<file path="src/hdl/mavl_pkg.sv">
`default_nettype none

package mavl_pkg;

	// Field and register widths
	localparam int SAMPLE_W   = 16;
	localparam int WLOG_W     = 3;
	localparam int STABLE_W   = 8;
	localparam int TOTAL_W    = 32;
	localparam int CFG_IDX_W  = 2;
	localparam int CFG_DATA_W = 16;

	// Configuration register indexes
	localparam logic [CFG_IDX_W-1:0] REG_WINDOW_LOG2     = 2'd0;
	localparam logic [CFG_IDX_W-1:0] REG_LEVEL_THRESHOLD = 2'd1;
	localparam logic [CFG_IDX_W-1:0] REG_STABLE_NEEDED   = 2'd2;

	typedef enum logic [2:0] {
		ST_IDLE,
		ST_FETCH,
		ST_LOAD,
		ST_DIVIDE,
		ST_QUALIFY,
		ST_DELIVER
	} mavl_state_t;

	// Controller to datapath
	typedef struct packed {
		logic accept;
		logic fetch;
		logic div_start;
		logic qualify;
		logic deliver;
	} mavl_cmd_t;

	// Datapath to controller
	typedef struct packed {
		logic div_idle;
		logic out_free;
	} mavl_sts_t;

endpackage

`default_nettype wire

</file>
<file path="src/hdl/mavl_ram.sv">
`default_nettype none

module mavl_ram #(
	parameter int WIDTH  = 16,
	parameter int DEPTH  = 16,
	parameter int ADDR_W = (DEPTH > 1) ? $clog2(DEPTH) : 1
) (
	input  wire logic              clk,
	input  wire logic              we,
	input  wire logic [ADDR_W-1:0] waddr,
	input  wire logic [WIDTH-1:0]  wdata,
	input  wire logic              re,
	input  wire logic [ADDR_W-1:0] raddr,
	output      logic [WIDTH-1:0]  rdata
);

	logic [WIDTH-1:0] mem_q [DEPTH];

	// Write port
	always_ff @(posedge clk) begin
		if (we) begin
			mem_q[waddr] <= wdata;
		end
	end

	// Registered read port
	always_ff @(posedge clk) begin
		if (re) begin
			rdata <= mem_q[raddr];
		end
	end

endmodule

`default_nettype wire

</file>
<file path="src/hdl/mavl_div.sv">
`default_nettype none

module mavl_div #(
	parameter int DVD_W = 20,
	parameter int DVS_W = 5
) (
	input  wire logic             clk,
	input  wire logic             arst_n,
	input  wire logic             start,
	input  wire logic [DVD_W-1:0] dividend,
	input  wire logic [DVS_W-1:0] divisor,
	output      logic             idle,
	output      logic [DVD_W-1:0] quotient
);

	localparam int CNT_W = $clog2(DVD_W + 1);

	logic [DVD_W-1:0] quo_q;
	logic [DVS_W-1:0] rem_q;
	logic [DVS_W-1:0] dvs_q;
	logic [CNT_W-1:0] cnt_q;

	logic [DVS_W:0]   rem_sh;
	logic [DVS_W:0]   diff;
	logic             ge;

	// One restoring step: bring down the next dividend bit
	always_comb begin
		rem_sh = {rem_q, quo_q[DVD_W-1]};
		diff   = rem_sh - {1'b0, dvs_q};
		ge     = (rem_sh >= {1'b0, dvs_q});
	end

	// Step counter
	always_ff @(posedge clk or negedge arst_n) begin
		if (!arst_n) begin
			cnt_q <= '0;
		end else if (start) begin
			cnt_q <= CNT_W'(DVD_W);
		end else if (cnt_q != '0) begin
			cnt_q <= cnt_q - CNT_W'(1);
		end
	end

	// Shift quotient in, hold remainder
	always_ff @(posedge clk) begin
		if (start) begin
			quo_q <= dividend;
			rem_q <= '0;
			dvs_q <= divisor;
		end else if (cnt_q != '0) begin
			quo_q <= {quo_q[DVD_W-2:0], ge};
			rem_q <= ge ? diff[DVS_W-1:0] : rem_sh[DVS_W-1:0];
		end
	end

	assign idle     = (cnt_q == '0);
	assign quotient = quo_q;

endmodule

`default_nettype wire

</file>
<file path="src/hdl/mavl_ctrl.sv">
`default_nettype none

module mavl_ctrl import mavl_pkg::*; (
	input  wire logic      clk,
	input  wire logic      arst_n,
	input  wire logic      in_valid,
	output      logic      in_stall,
	input  wire mavl_sts_t sts,
	output      mavl_cmd_t cmd
);

	mavl_state_t state_q;
	mavl_state_t state_n;

	// State register
	always_ff @(posedge clk or negedge arst_n) begin
		if (!arst_n) begin
			state_q <= ST_IDLE;
		end else begin
			state_q <= state_n;
		end
	end

	// Next state
	always_comb begin
		state_n = state_q;
		case (state_q)
			ST_IDLE: begin
				if (in_valid) begin
					state_n = ST_FETCH;
				end
			end
			ST_FETCH:   state_n = ST_LOAD;
			ST_LOAD:    state_n = ST_DIVIDE;
			ST_DIVIDE: begin
				if (sts.div_idle) begin
					state_n = ST_QUALIFY;
				end
			end
			ST_QUALIFY: state_n = ST_DELIVER;
			ST_DELIVER: begin
				if (sts.out_free) begin
					state_n = ST_IDLE;
				end
			end
			default:    state_n = ST_IDLE;
		endcase
	end

	// Commands
	always_comb begin
		cmd      = '0;
		in_stall = 1'b1;
		case (state_q)
			ST_IDLE: begin
				in_stall   = 1'b0;
				cmd.accept = in_valid;
			end
			ST_FETCH:   cmd.fetch     = 1'b1;
			ST_LOAD:    cmd.div_start = 1'b1;
			ST_DIVIDE:  cmd           = '0;
			ST_QUALIFY: cmd.qualify   = 1'b1;
			ST_DELIVER: cmd.deliver   = sts.out_free;
			default:    cmd           = '0;
		endcase
	end

endmodule

`default_nettype wire

</file>
<file path="src/hdl/mavl_dp.sv">
`default_nettype none

module mavl_dp import mavl_pkg::*; #(
	parameter int MAX_WINDOW   = 16,
	parameter int SAMPLE_LIMIT = 32767
) (
	input  wire logic                       clk,
	input  wire logic                       arst_n,
	input  wire mavl_cmd_t                  cmd,
	output      mavl_sts_t                  sts,
	input  wire logic signed [SAMPLE_W-1:0] sample_in,
	input  wire logic                       cfg_we,
	input  wire logic [CFG_IDX_W-1:0]       cfg_index,
	input  wire logic [CFG_DATA_W-1:0]      cfg_data,
	output      logic                       out_valid,
	input  wire logic                       out_stall,
	output      logic                       level_out,
	output      logic signed [SAMPLE_W-1:0] average_out,
	output      logic                       was_clamped,
	output      logic [TOTAL_W-1:0]         sample_total,
	output      logic [TOTAL_W-1:0]         transition_total,
	output      logic [TOTAL_W-1:0]         clamp_total
);

	// Largest usable window is the biggest power of two not above MAX_WINDOW
	localparam int MAX_SHIFT = $clog2(MAX_WINDOW + 1) - 1;
	localparam int IDX_W     = (MAX_SHIFT > 0) ? MAX_SHIFT : 1;
	localparam int DEPTH     = 1 << MAX_SHIFT;
	localparam int CNT_W     = MAX_SHIFT + 1;
	localparam int SUM_W     = SAMPLE_W + MAX_SHIFT;
	localparam logic signed [SAMPLE_W-1:0] LIM_POS = SAMPLE_W'(SAMPLE_LIMIT);
	localparam logic signed [SAMPLE_W-1:0] LIM_NEG = -LIM_POS;

	// Configuration registers
	logic [WLOG_W-1:0]          wlog_q;
	logic signed [SAMPLE_W-1:0] thr_q;
	logic [STABLE_W-1:0]        stable_q;

	// Filter state
	logic signed [SAMPLE_W-1:0] samp_q;
	logic                       clamp_now_q;
	logic [IDX_W-1:0]           slot_q;
	logic [CNT_W-1:0]           fill_q;
	logic signed [SUM_W-1:0]    sum_q;
	logic                       cur_q;
	logic                       pend_q;
	logic [STABLE_W-1:0]        run_q;
	logic [TOTAL_W-1:0]         seen_q;
	logic [TOTAL_W-1:0]         changes_q;
	logic [TOTAL_W-1:0]         clamps_q;
	logic signed [SAMPLE_W-1:0] avg_q;

	logic                       out_valid_q;
	logic                       level_out_q;
	logic signed [SAMPLE_W-1:0] average_out_q;
	logic                       was_clamped_q;
	logic [TOTAL_W-1:0]         sample_total_q;
	logic [TOTAL_W-1:0]         transition_total_q;
	logic [TOTAL_W-1:0]         clamp_total_q;

	logic [WLOG_W-1:0]          shift_w;
	logic [CNT_W-1:0]           len_w;
	logic [IDX_W-1:0]           mask_w;
	logic                       full_w;
	logic signed [SAMPLE_W-1:0] samp_c;
	logic                       clamp_c;
	logic [SAMPLE_W-1:0]        rd_data;
	logic signed [SAMPLE_W-1:0] old_w;
	logic [SUM_W-1:0]           mag_w;
	logic [SUM_W-1:0]           dividend_w;
	logic [SUM_W-1:0]           quotient;
	logic                       div_idle;
	logic [SAMPLE_W-1:0]        q16;
	logic signed [SAMPLE_W-1:0] avg_w;
	logic                       cand;
	logic [STABLE_W-1:0]        run_t;
	logic                       cur_n;
	logic                       pend_n;
	logic [STABLE_W-1:0]        run_n;
	logic                       change_n;
	logic                       restart;

	// Window geometry from the configured size
	always_comb begin
		shift_w = (int'(wlog_q) > MAX_SHIFT) ? WLOG_W'(MAX_SHIFT) : wlog_q;
		len_w   = CNT_W'(1) << shift_w;
		mask_w  = IDX_W'(len_w - CNT_W'(1));
		full_w  = (fill_q == len_w);
	end

	// Clamp the incoming sample
	always_comb begin
		samp_c  = sample_in;
		clamp_c = 1'b0;
		if (sample_in > LIM_POS) begin
			samp_c  = LIM_POS;
			clamp_c = 1'b1;
		end else if (sample_in < LIM_NEG) begin
			samp_c  = LIM_NEG;
			clamp_c = 1'b1;
		end
	end

	// Sample window; slots past the fill count read as zero
	mavl_ram #(
		.WIDTH (SAMPLE_W),
		.DEPTH (DEPTH),
		.ADDR_W(IDX_W)
	) u_ram (
		.clk  (clk),
		.we   (cmd.fetch),
		.waddr(slot_q),
		.wdata(samp_q),
		.re   (cmd.accept),
		.raddr(slot_q),
		.rdata(rd_data)
	);

	assign old_w = full_w ? $signed(rd_data) : '0;

	// Rounded magnitude division by the fill count
	always_comb begin
		mag_w      = sum_q[SUM_W-1] ? SUM_W'(-sum_q) : SUM_W'(sum_q);
		dividend_w = mag_w + SUM_W'(fill_q >> 1);
	end

	mavl_div #(
		.DVD_W(SUM_W),
		.DVS_W(CNT_W)
	) u_div (
		.clk     (clk),
		.arst_n  (arst_n),
		.start   (cmd.div_start),
		.dividend(dividend_w),
		.divisor (fill_q),
		.idle    (div_idle),
		.quotient(quotient)
	);

	// Restore the sign and qualify the candidate level
	always_comb begin
		q16      = quotient[SAMPLE_W-1:0];
		avg_w    = sum_q[SUM_W-1] ? -$signed(q16) : $signed(q16);
		cand     = (avg_w >= thr_q);
		run_t    = (cand == pend_q) ? run_q + STABLE_W'(1) : STABLE_W'(1);
		cur_n    = cur_q;
		pend_n   = cand;
		run_n    = '0;
		change_n = 1'b0;
		if (cand != cur_q) begin
			if (run_t >= stable_q) begin
				cur_n    = cand;
				change_n = 1'b1;
			end else begin
				run_n = run_t;
			end
		end
	end

	assign restart = cfg_we &&
		(cfg_index == REG_WINDOW_LOG2 || cfg_index == REG_STABLE_NEEDED);

	// Configuration registers
	always_ff @(posedge clk or negedge arst_n) begin
		if (!arst_n) begin
			wlog_q   <= '0;
			thr_q    <= '0;
			stable_q <= STABLE_W'(1);
		end else if (cfg_we) begin
			case (cfg_index)
				REG_WINDOW_LOG2:     wlog_q   <= cfg_data[WLOG_W-1:0];
				REG_LEVEL_THRESHOLD: thr_q    <= $signed(cfg_data[SAMPLE_W-1:0]);
				REG_STABLE_NEEDED:   stable_q <= cfg_data[STABLE_W-1:0];
				default:             wlog_q   <= wlog_q;
			endcase
		end
	end

	// Hold the clamped sample of the current transaction
	always_ff @(posedge clk) begin
		if (cmd.accept) begin
			samp_q      <= samp_c;
			clamp_now_q <= clamp_c;
		end
	end

	// Filter and debounce state
	always_ff @(posedge clk or negedge arst_n) begin
		if (!arst_n) begin
			slot_q    <= '0;
			fill_q    <= '0;
			sum_q     <= '0;
			cur_q     <= 1'b0;
			pend_q    <= 1'b0;
			run_q     <= '0;
			seen_q    <= '0;
			changes_q <= '0;
			clamps_q  <= '0;
			avg_q     <= '0;
		end else if (restart) begin
			slot_q    <= '0;
			fill_q    <= '0;
			sum_q     <= '0;
			cur_q     <= 1'b0;
			pend_q    <= 1'b0;
			run_q     <= '0;
			seen_q    <= '0;
			changes_q <= '0;
			clamps_q  <= '0;
		end else begin
			if (cfg_we && cfg_index == REG_LEVEL_THRESHOLD) begin
				run_q  <= '0;
				pend_q <= cur_q;
			end
			// Advance the window and the counters
			if (cmd.fetch) begin
				sum_q    <= sum_q - SUM_W'(old_w) + SUM_W'(samp_q);
				slot_q   <= (slot_q + IDX_W'(1)) & mask_w;
				seen_q   <= seen_q + TOTAL_W'(1);
				clamps_q <= clamps_q + TOTAL_W'(clamp_now_q);
				if (!full_w) begin
					fill_q <= fill_q + CNT_W'(1);
				end
			end
			if (cmd.qualify) begin
				avg_q     <= avg_w;
				cur_q     <= cur_n;
				pend_q    <= pend_n;
				run_q     <= run_n;
				changes_q <= changes_q + TOTAL_W'(change_n);
			end
		end
	end

	// Output register
	always_ff @(posedge clk or negedge arst_n) begin
		if (!arst_n) begin
			out_valid_q <= 1'b0;
		end else if (cmd.deliver) begin
			out_valid_q <= 1'b1;
		end else if (!out_stall) begin
			out_valid_q <= 1'b0;
		end
	end

	always_ff @(posedge clk) begin
		if (cmd.deliver) begin
			level_out_q        <= cur_q;
			average_out_q      <= avg_q;
			was_clamped_q      <= clamp_now_q;
			sample_total_q     <= seen_q;
			transition_total_q <= changes_q;
			clamp_total_q      <= clamps_q;
		end
	end

	assign sts.div_idle = div_idle;
	assign sts.out_free = !out_valid_q || !out_stall;

	assign out_valid        = out_valid_q;
	assign level_out        = level_out_q;
	assign average_out      = average_out_q;
	assign was_clamped      = was_clamped_q;
	assign sample_total     = sample_total_q;
	assign transition_total = transition_total_q;
	assign clamp_total      = clamp_total_q;

endmodule

`default_nettype wire

</file>
<file path="src/hdl/moving_average_debounced_level_top.sv">
`default_nettype none

// Channel   Handshake              Payload
// -------   --------------------   ------------------------------------------------
// input     in_valid / in_stall    sample_in
// output    out_valid / out_stall  level_out, average_out, was_clamped,
//                                  sample_total, transition_total, clamp_total
// config    cfg_we                 cfg_index, cfg_data
//
// After acceptance the result register loads via fetch, load, divide, qualify
// and deliver; back in idle the next sample is taken. The divider has a W-bit
// dividend, W = 16 + log2 of the largest window (20 at MAX_WINDOW 16); being
// bit-serial, one quotient bit per cycle, it sets the transaction rate.
// Reset clears state at once; the window needs no clearing pass (fill count).
// The next sample is accepted while a result still waits under out_stall.

module moving_average_debounced_level_top import mavl_pkg::*; #(
	parameter int MAX_WINDOW   = 16,
	parameter int SAMPLE_LIMIT = 32767
) (
	input  wire logic                       clk,
	input  wire logic                       arst_n,
	input  wire logic                       in_valid,
	output      logic                       in_stall,
	input  wire logic signed [SAMPLE_W-1:0] sample_in,
	output      logic                       out_valid,
	input  wire logic                       out_stall,
	output      logic                       level_out,
	output      logic signed [SAMPLE_W-1:0] average_out,
	output      logic                       was_clamped,
	output      logic [TOTAL_W-1:0]         sample_total,
	output      logic [TOTAL_W-1:0]         transition_total,
	output      logic [TOTAL_W-1:0]         clamp_total,
	input  wire logic                       cfg_we,
	input  wire logic [CFG_IDX_W-1:0]       cfg_index,
	input  wire logic [CFG_DATA_W-1:0]      cfg_data
);

	mavl_cmd_t cmd;
	mavl_sts_t sts;

	// Sequencer
	mavl_ctrl u_ctrl (
		.clk     (clk),
		.arst_n  (arst_n),
		.in_valid(in_valid),
		.in_stall(in_stall),
		.sts     (sts),
		.cmd     (cmd)
	);

	// Window, divider, debounce and output register
	mavl_dp #(
		.MAX_WINDOW  (MAX_WINDOW),
		.SAMPLE_LIMIT(SAMPLE_LIMIT)
	) u_dp (
		.clk             (clk),
		.arst_n          (arst_n),
		.cmd             (cmd),
		.sts             (sts),
		.sample_in       (sample_in),
		.cfg_we          (cfg_we),
		.cfg_index       (cfg_index),
		.cfg_data        (cfg_data),
		.out_valid       (out_valid),
		.out_stall       (out_stall),
		.level_out       (level_out),
		.average_out     (average_out),
		.was_clamped     (was_clamped),
		.sample_total    (sample_total),
		.transition_total(transition_total),
		.clamp_total     (clamp_total)
	);

endmodule

`default_nettype wire
</file>
<file path="config.mk">
export PLATFORM = sky130hd
export DESIGN_NAME = moving_average_debounced_level_top
export DESIGN_NICKNAME = d
export VERILOG_FILES = /design/src/hdl/mavl_pkg.sv /design/src/hdl/mavl_ram.sv /design/src/hdl/mavl_div.sv /design/src/hdl/mavl_ctrl.sv /design/src/hdl/mavl_dp.sv /design/src/hdl/moving_average_debounced_level_top.sv
export SDC_FILE = /design/constraint.sdc
export NUM_CORES = 1
export LEC_CHECK = 0
export BUFFER_PORTS_ARGS = -buffer_cell sky130_fd_sc_hd__buf_2
export CAP_MARGIN = 25
export CORE_MARGIN = 10
export CORE_UTILIZATION = 42
export DETAILED_ROUTE_END_ITERATION = 7
export SETUP_SLACK_MARGIN = 0.3
export SLEW_MARGIN = 30
export SYNTH_ARGS = -nofsm -noshare
export SYNTH_HDL_FRONTEND = slang
export SYNTH_SLANG_ARGS = --single-unit
</file>
<file path="constraint.sdc">
create_clock -name clk -period 9.97 [get_ports clk]
set_input_delay 0 -clock clk [delete_from_list [all_inputs] [get_ports clk]]
set_output_delay 0 -clock clk [all_outputs]
set_load 0.01 [all_outputs]
</file>
**Yosys cells after proc, flatten, opt, wreduce, memory -nomap -nowiden**

Memory sizes are Yosys's and may differ from the RTL's. A register that Yosys moved wholly into a read port is not among the register bits.
Index checks and enable logic that the tools add are counted.
W data, S select, Z words.

- Register bits: 348
- Word-level logic and storage cells: 144
- Memories: 1
- Input port bits: 39
- Output and inout bits: 116
- RAM bits: 256

Memory list:

| memory | depth | width | read ports | clocked after memory_dff | write ports | line | RTL |
|---|---|---|---|---|---|---|---|
| u_dp.u_ram.mem_q | 16 | 16 | 1 | 1 | 1 | mavl_ram.sv:17 | `logic [WIDTH-1:0] mem_q [DEPTH];` |

- Order comparisons: 6
- Reductions and logical operators: 24
- Eq/ne operators: 15
- Bitwise operators: 2
- Add/subtract/negate cells: 14
- Mux-type cells: 53
- Shift operators: 1

Operator list:

| cell | number |
|---|---|
| $mux W32 | 6 |
| $mux W20 | 5 |
| $add A32 B1 Y32 | 2 |
| $mux W16 | 3 |
| $mux W8 | 6 |
| $add A32 B1 Y32 const B | 1 |
| $mux W5 | 6 |
| $add A20 B16 Y20 | 1 |
| $add A20 B4 Y20 | 1 |
| $mux W1 | 20 |
| $neg A20 Y20 | 1 |
| $sub A20 B16 Y20 | 1 |
| $pmux W3 S6 | 1 |
| $ge A16 B16 Y1 | 1 |
| $gt A16 B16 Y1 const B | 1 |
| $lt A16 B16 Y1 const B | 1 |
| $neg A16 Y16 | 1 |
| $mux W3 | 4 |
| $reduce_and A2 Y1 | 5 |
| $reduce_bool A2 Y1 | 5 |
| $add A8 B1 Y8 const B | 1 |
| $ge A8 B8 Y1 | 1 |
| $mux W4 | 2 |
| $eq A3 B2 Y1 const B | 2 |
| 29 further kinds | 37 |

**Longest topological paths before layout**

- Depth in word-level cells: 11
- Depth in mapped cells: 32
- Gate-level depth less buffers: 31

**Modules after synthesis**

From an unflattened synthesis, not the netlist that was laid out.

- Cells, all modules: 2086
- Area total of the unflattened synthesis: 27948.1 µm²

By module, submodules not included:

| module | seq. area each (µm²) | cells each | area each (µm²) | instances |
|---|---|---|---|---|
| mavl_dp | 8414.3 | 1500 | 15812.7 | 1 |
| mavl_ram | 8167.8 | 432 | 10203.5 | 1 |
| mavl_div | 975.9 | 131 | 1722.9 | 1 |
| mavl_ctrl | 75.1 | 23 | 209.0 | 1 |

**Worst setup path after synthesis**

No wires, ideal clock.

- Kind: reg-to-reg
- Start: reg u_ctrl.state_q[1]
- End: reg u_dp.average_out_q[0], in the netlist u_dp.average_out[0] (enable)
- Clock period less this slack: 6.878 ns
- Setup time: 0.625 ns
- Data required time: 9.345 ns
- Data arrival time: 6.254 ns
- Setup slack: 3.092 ns
- Cell stages (with the launch flop): 4
- Path buffers: 1
- Cell sequence: dfrtp_1 clkbuf_1 nand3b_1 a21oi_1

RTL lines:

| element | line | RTL |
|---|---|---|
| start, declared | mavl_ctrl.sv:12 | `mavl_state_t state_q;` |
| start signal, assigned | mavl_ctrl.sv:20 | `state_q <= state_n;` |
| end signal, assigned | mavl_dp.sv:249 | `average_out_q <= avg_q;` |
| end, declared | mavl_dp.sv:55 | `logic signed [SAMPLE_W-1:0] average_out_q;` |

**Final worst setup path**

- Start: reg u_dp.u_div.quo_q[2], in the netlist u_dp.u_div.quotient[2]
- End: reg u_dp.changes_q[24]

- Longest elaborated chain between the ends: 11
- Elaborated cells on any way between the ends: 12
- Classes of those cells: add/sub: 2; order compare: 2; eq/ne: 2; mux: 6

Ends and longest elaborated chain:

| element | line | RTL |
|---|---|---|
| start, declared | mavl_div.sv:18 | `logic [DVD_W-1:0] quo_q;` |
| start signal, assigned | mavl_div.sv:48 | `quo_q <= dividend;` |
| start signal, assigned | mavl_div.sv:52 | `quo_q <= {quo_q[DVD_W-2:0], ge};` |
| $neg A16 Y16 * | mavl_dp.sv:143 | `avg_w = sum_q[SUM_W-1] ? -$signed(q16) : $signed(q16);` |
| $mux W16 * | mavl_dp.sv:143 |  |
| net u_dp.avg_w[15] | mavl_dp.sv:74 | `logic signed [SAMPLE_W-1:0] avg_w;` |
| $ge A16 B16 Y1 * | mavl_dp.sv:144 | `cand = (avg_w >= thr_q);` |
| $eq A1 B1 Y1 | mavl_dp.sv:145 | `run_t = (cand == pend_q) ? run_q + STABLE_W'(1) : STABLE_W'(1);` |
| $mux W8 | mavl_dp.sv:145 |  |
| $ge A8 B8 Y1 | mavl_dp.sv:151 | `if (run_t >= stable_q) begin` |
| $mux W1 | mavl_dp.sv:151 |  |
| $mux W1 * | mavl_dp.sv:150 | `if (cand != cur_q) begin` |
| $add A32 B1 Y32 * | mavl_dp.sv:230 | `changes_q <= changes_q + TOTAL_W'(change_n);` |
| $mux W32 * | mavl_dp.sv:225 | `if (cmd.qualify) begin` |
| $mux W32 * | mavl_dp.sv:200 | `end else if (restart) begin` |
| end signal, assigned | mavl_dp.sv:230 |  |
| end, declared | mavl_dp.sv:49 | `logic [TOTAL_W-1:0] changes_q;` |

Mark *: on every way through the listed nets, which the timed path passes. The rest lies on a longest branch. The select of a mux whose other input is x is not followed.
A chain may end at the register's enable or synchronous reset.

==> out/metrics.csv <==
stage;metric;value;unit
critical_path;rr_startpoint;u_dp.u_div.quotient[2];
timing;setup-violations-final;0;
critical_path;r2r-end;u_dp.changes_q[24];
critical_path;crit_type;reg2reg;
routing;vias_per_cell;5.24;
layout;num-fill-cells;5629;
pwr;leakage;0.0125;µW
layout;area_growth;16.2;%
logic_synthesis;synth_nets;2197;
timing;rsz0062_at_grt;false;
logic_synthesis;synth_edf_count;428;
critical_path;cp_num_buf_inv;1;
critical_path;critPathArrivalTime;7.99;ns
critical_path;cp_max_fo;24;
critical_path;critPathMaxStageDelay;0.55;ns
pwr;peakVddDrop;0.151;mV
critical_path;critPathTopFamily;simple AND/OR/NAND/NOR gates;
timing;max_freq;133;MHz
timing;post-route-period-util;0.755;
timing;slew_viol_final;0;
logic_synthesis;ys_types;75;
clock_network;h-tree-depth;3;
floorplan;pin_count;155;
global_route;grt.total_usage;0.157;
critical_path;cp-start-kind;flop;
routing;firstDrtPassIters;5;
critical_path;end_kind;flop;
clock_network;clockBufferDepth;3;
clock_network;root_buffer;clkbuf_16;
timing;post-route-min-period;7.53;ns
global_route;antenna_found_initial;1;
critical_path;endpoint;u_dp.changes_q[24];
layout;fin_nets;2417;
timing;skew;0.0310;ns
layout;final_common_cell;edfxtp_1;
logic_synthesis;synth-warning-count;0;
timing;finalSetupTns;0;ns
logic_synthesis;syn_area;28000;µm²
placement;numPortBuffers;154;
critical_path;ff2ff_path_depth;29;
global_route;grt_pass1_wl;97.5;mm
timing;slew_headroom;0.358;
layout;layout-drive-gt1-share;0.187;
floorplan;die_y;278;µm
placement;dpl.hpwl;40.0;mm
logic_synthesis;synth_seq_area_share;0.630;
routing;num_vias;16800;
logic_synthesis;ys_ff_latch;620;
floorplan;rows;94;
routing;wire_per_inst;19.0;µm
hold_path;hp-class;in2reg;
logic_synthesis;async_flop_share;0.302;
routing;wl;61.1;mm
run_status;status;complete, no violations;
pwr;finalPower;7270;µW
routing;drc_errors;0;
clock_network;cts.sinks;620;
timing;hold_viol_final;0;
critical_path;setup.worst_path.start;u_dp.u_div.quotient[2];
logic_synthesis;postSynthCellCount;2068;
timing;max_slew.worst_pin.slew;0.960;ns
pwr;powerDensity;223;nW/µm²
flow_run;cap_viol_max_count;0;
critical_path;worst-path-stages;29;
global_route;grt_remaining_overflow;0;
critical_path;required;10.43;ns
layout;layout_common_cells;edfxtp_1 (428), nand2_1 (186), dfrtp_1 (183);
logic_synthesis;syn_area_per_cell;13.5;µm²
routing;postRouteAntennaNets;0;
floorplan;die-width;278;µm
global_route;first_global_vias;17200;
floorplan;start_util;0.424;
clock_network;cts_tree;built;
floorplan;core;66000;µm²
clock_network;cts_setup_buffers;0;
critical_path;ff2ff_setup_slack;2.44;ns
clock_network;numCtsBuffers;68;
critical_path;cp_slowest_cell;or4_1;
global_route;grt_max_degree;77;
placement;gp_congestion;0.800;
routing;drtIter0Drc;974;
logic_synthesis;ys.flop_type;edfxtp_1;
floorplan;die_area;77400;µm²
clock_network;clk_latency;0.61;ns
clock_network;cts.clk_slew.worst_paths;0.06;ns
==> power breakdown <==
part	internal, µW	switching [µW]	total (µW)
logic	789	914	1700
registers	2930	170	3100
clock network	1470	1000	2470
==> Yosys cell counts, types with 4 or more instances <==
cell | n | area [µm²]
and4_1 | 8 | 70.1
or4_1 | 5 | 37.5
a32oi_1 | 6 | 52.6
dfrtp_1 | 186 | 4650
dfxtp_1 | 5 | 100
inv_1 | 130 | 488
o21bai_1 | 4 | 30.0
and2_1 | 23 | 144
or2_2 | 5 | 31.3
or3_1 | 23 | 144
mux2i_1 | 10 | 100
buf_2 | 10 | 50.1
a21oi_1 | 70 | 350
xor2_1 | 68 | 596
nand3b_1 | 9 | 67.6
nor2_1 | 172 | 646
nand2b_1 | 15 | 93.8
o21ai_1 | 11 | 55.1
a211oi_1 | 17 | 128
buf_1 | 8 | 30.0
ha_1 | 69 | 863
mux4_2 | 80 | 1800
o21ai_0 | 60 | 300
nor4_1 | 14 | 87.6
nand3_1 | 44 | 220
edfxtp_1 | 428 | 12900
a211o_1 | 4 | 35.0
nand4b_1 | 6 | 52.6
o31ai_1 | 7 | 52.6
o41ai_1 | 4 | 35.0
a31oi_1 | 5 | 31.3
nor2b_1 | 23 | 144
o21a_1 | 6 | 45.0
nand2_1 | 186 | 698
a21o_1 | 20 | 150
mux2_2 | 28 | 315
and3_1 | 25 | 156
clkbuf_1 | 60 | 225
xnor2_1 | 86 | 753
nor3_1 | 31 | 155
nand4_1 | 27 | 169
fa_1 | 21 | 420
==> logic make-up (layout without fill, tap and decap cells) <==
kind of cell | Yosys count | count (layout) | share of synthesized area
buffers and inverters | 210 | 485 | 0.0291
DFF | 620 | 620 | 0.630
AOI/OAI and AO/OA | 237 | 237 | 0.0541
muxes | 118 | 118 | 0.0792
xor gates and xnor gates | 154 | 154 | 0.0482
and+or+nand+nor | 639 | 639 | 0.114
adders and majority gates | 90 | 90 | 0.0458
other | 0 | 1 | 0
==> per-stage QoR <==
stage | utilization | std cells | setup slack [ns] | area, µm² | hold WS (ns)
final | 0.493 | 3208 | 2.44 | 32500 | 0.187
after detailed placement | 0.453 | 3041 | 2.46 | 29900 | 0.0345
after global routing | 0.493 | 3208 | 1.94 | 32500 | 0.169
after CTS | 0.493 | 3207 | 2.43 | 32500 | 0.152
after global placement | 0.453 | 3039 | 2.59 | 29900 | 0.0332
after floorplan | - | 2068 | 3.09 | 28000 | -0.296
==> state kept, by name (all words and copies together), names as in the netlist, 3 cells and up <==
signal,cells
u_ctrl.state_q,3
u_dp.average_out,16
u_dp.avg_q,16
u_dp.changes_q,32
u_dp.clamp_total,32
u_dp.clamps_q,32
u_dp.fill_q,5
u_dp.run_q,8
u_dp.samp_q,16
u_dp.sample_total,32
u_dp.seen_q,32
u_dp.slot_q,4
u_dp.stable_q,8
u_dp.sum_q,20
u_dp.thr_q,16
u_dp.transition_total,32
u_dp.u_div.cnt_q,5
u_dp.u_div.dvs_q,5
u_dp.u_div.quotient,20
u_dp.u_div.rem_q,5
u_dp.u_ram.mem_q,256
u_dp.u_ram.rdata,16
u_dp.wlog_q,3
==> repair_timing <==
item	CTS	global route
hold buffers	41	0
gates resized for setup	0	0
endpoints found under the hold margin	167	0
==> routing by layer <==
metal  global-route usage  wire (µm)  vias to the layer above
met3               0.0261       2280                       89
met2                0.269      30700                      301
met5                    0          0                        -
met4               0.0504       1390                        0
li1                     -          -                     7963
met1                0.202      26700                     8448
==> worst min path at each step <==
stage	from	to	slack [ns]	cells past startpoint
2_1_floorplan	arst_n	u_ctrl.state_q[0]	-0.30	0
3_3_place_gp	arst_n	u_dp.thr_q[10]	0.03	1
3_5_place_dp	arst_n	u_dp.thr_q[10]	0.03	1
4_1_cts	cfg_data[9]	u_dp.thr_q[9]	0.15	3
5_1_grt	cfg_data[9]	u_dp.thr_q[9]	0.17	3
6_report	cfg_data[9]	u_dp.thr_q[9]	0.19	3
==> worst min-delay path: cells and delay by family <==
kind     cells  cell delay, ns
buf+inv      2            0.61
mux          1            0.13
==> cell type report <==
type	instances	area [µm²]	share of cell area
inverters	130	488	0.0150
repair buffers	230	1480	0.0454
multi-input cells	1238	9640	0.296
clock buffers	94	1930	0.0594
flip-flops and latches	620	17600	0.542
clock inverters	31	284	0.00873
diodes	1	2.50	0.0000769
well taps	864	1080	0.0332
No activity file was read; power rests on OpenSTA's default activity.
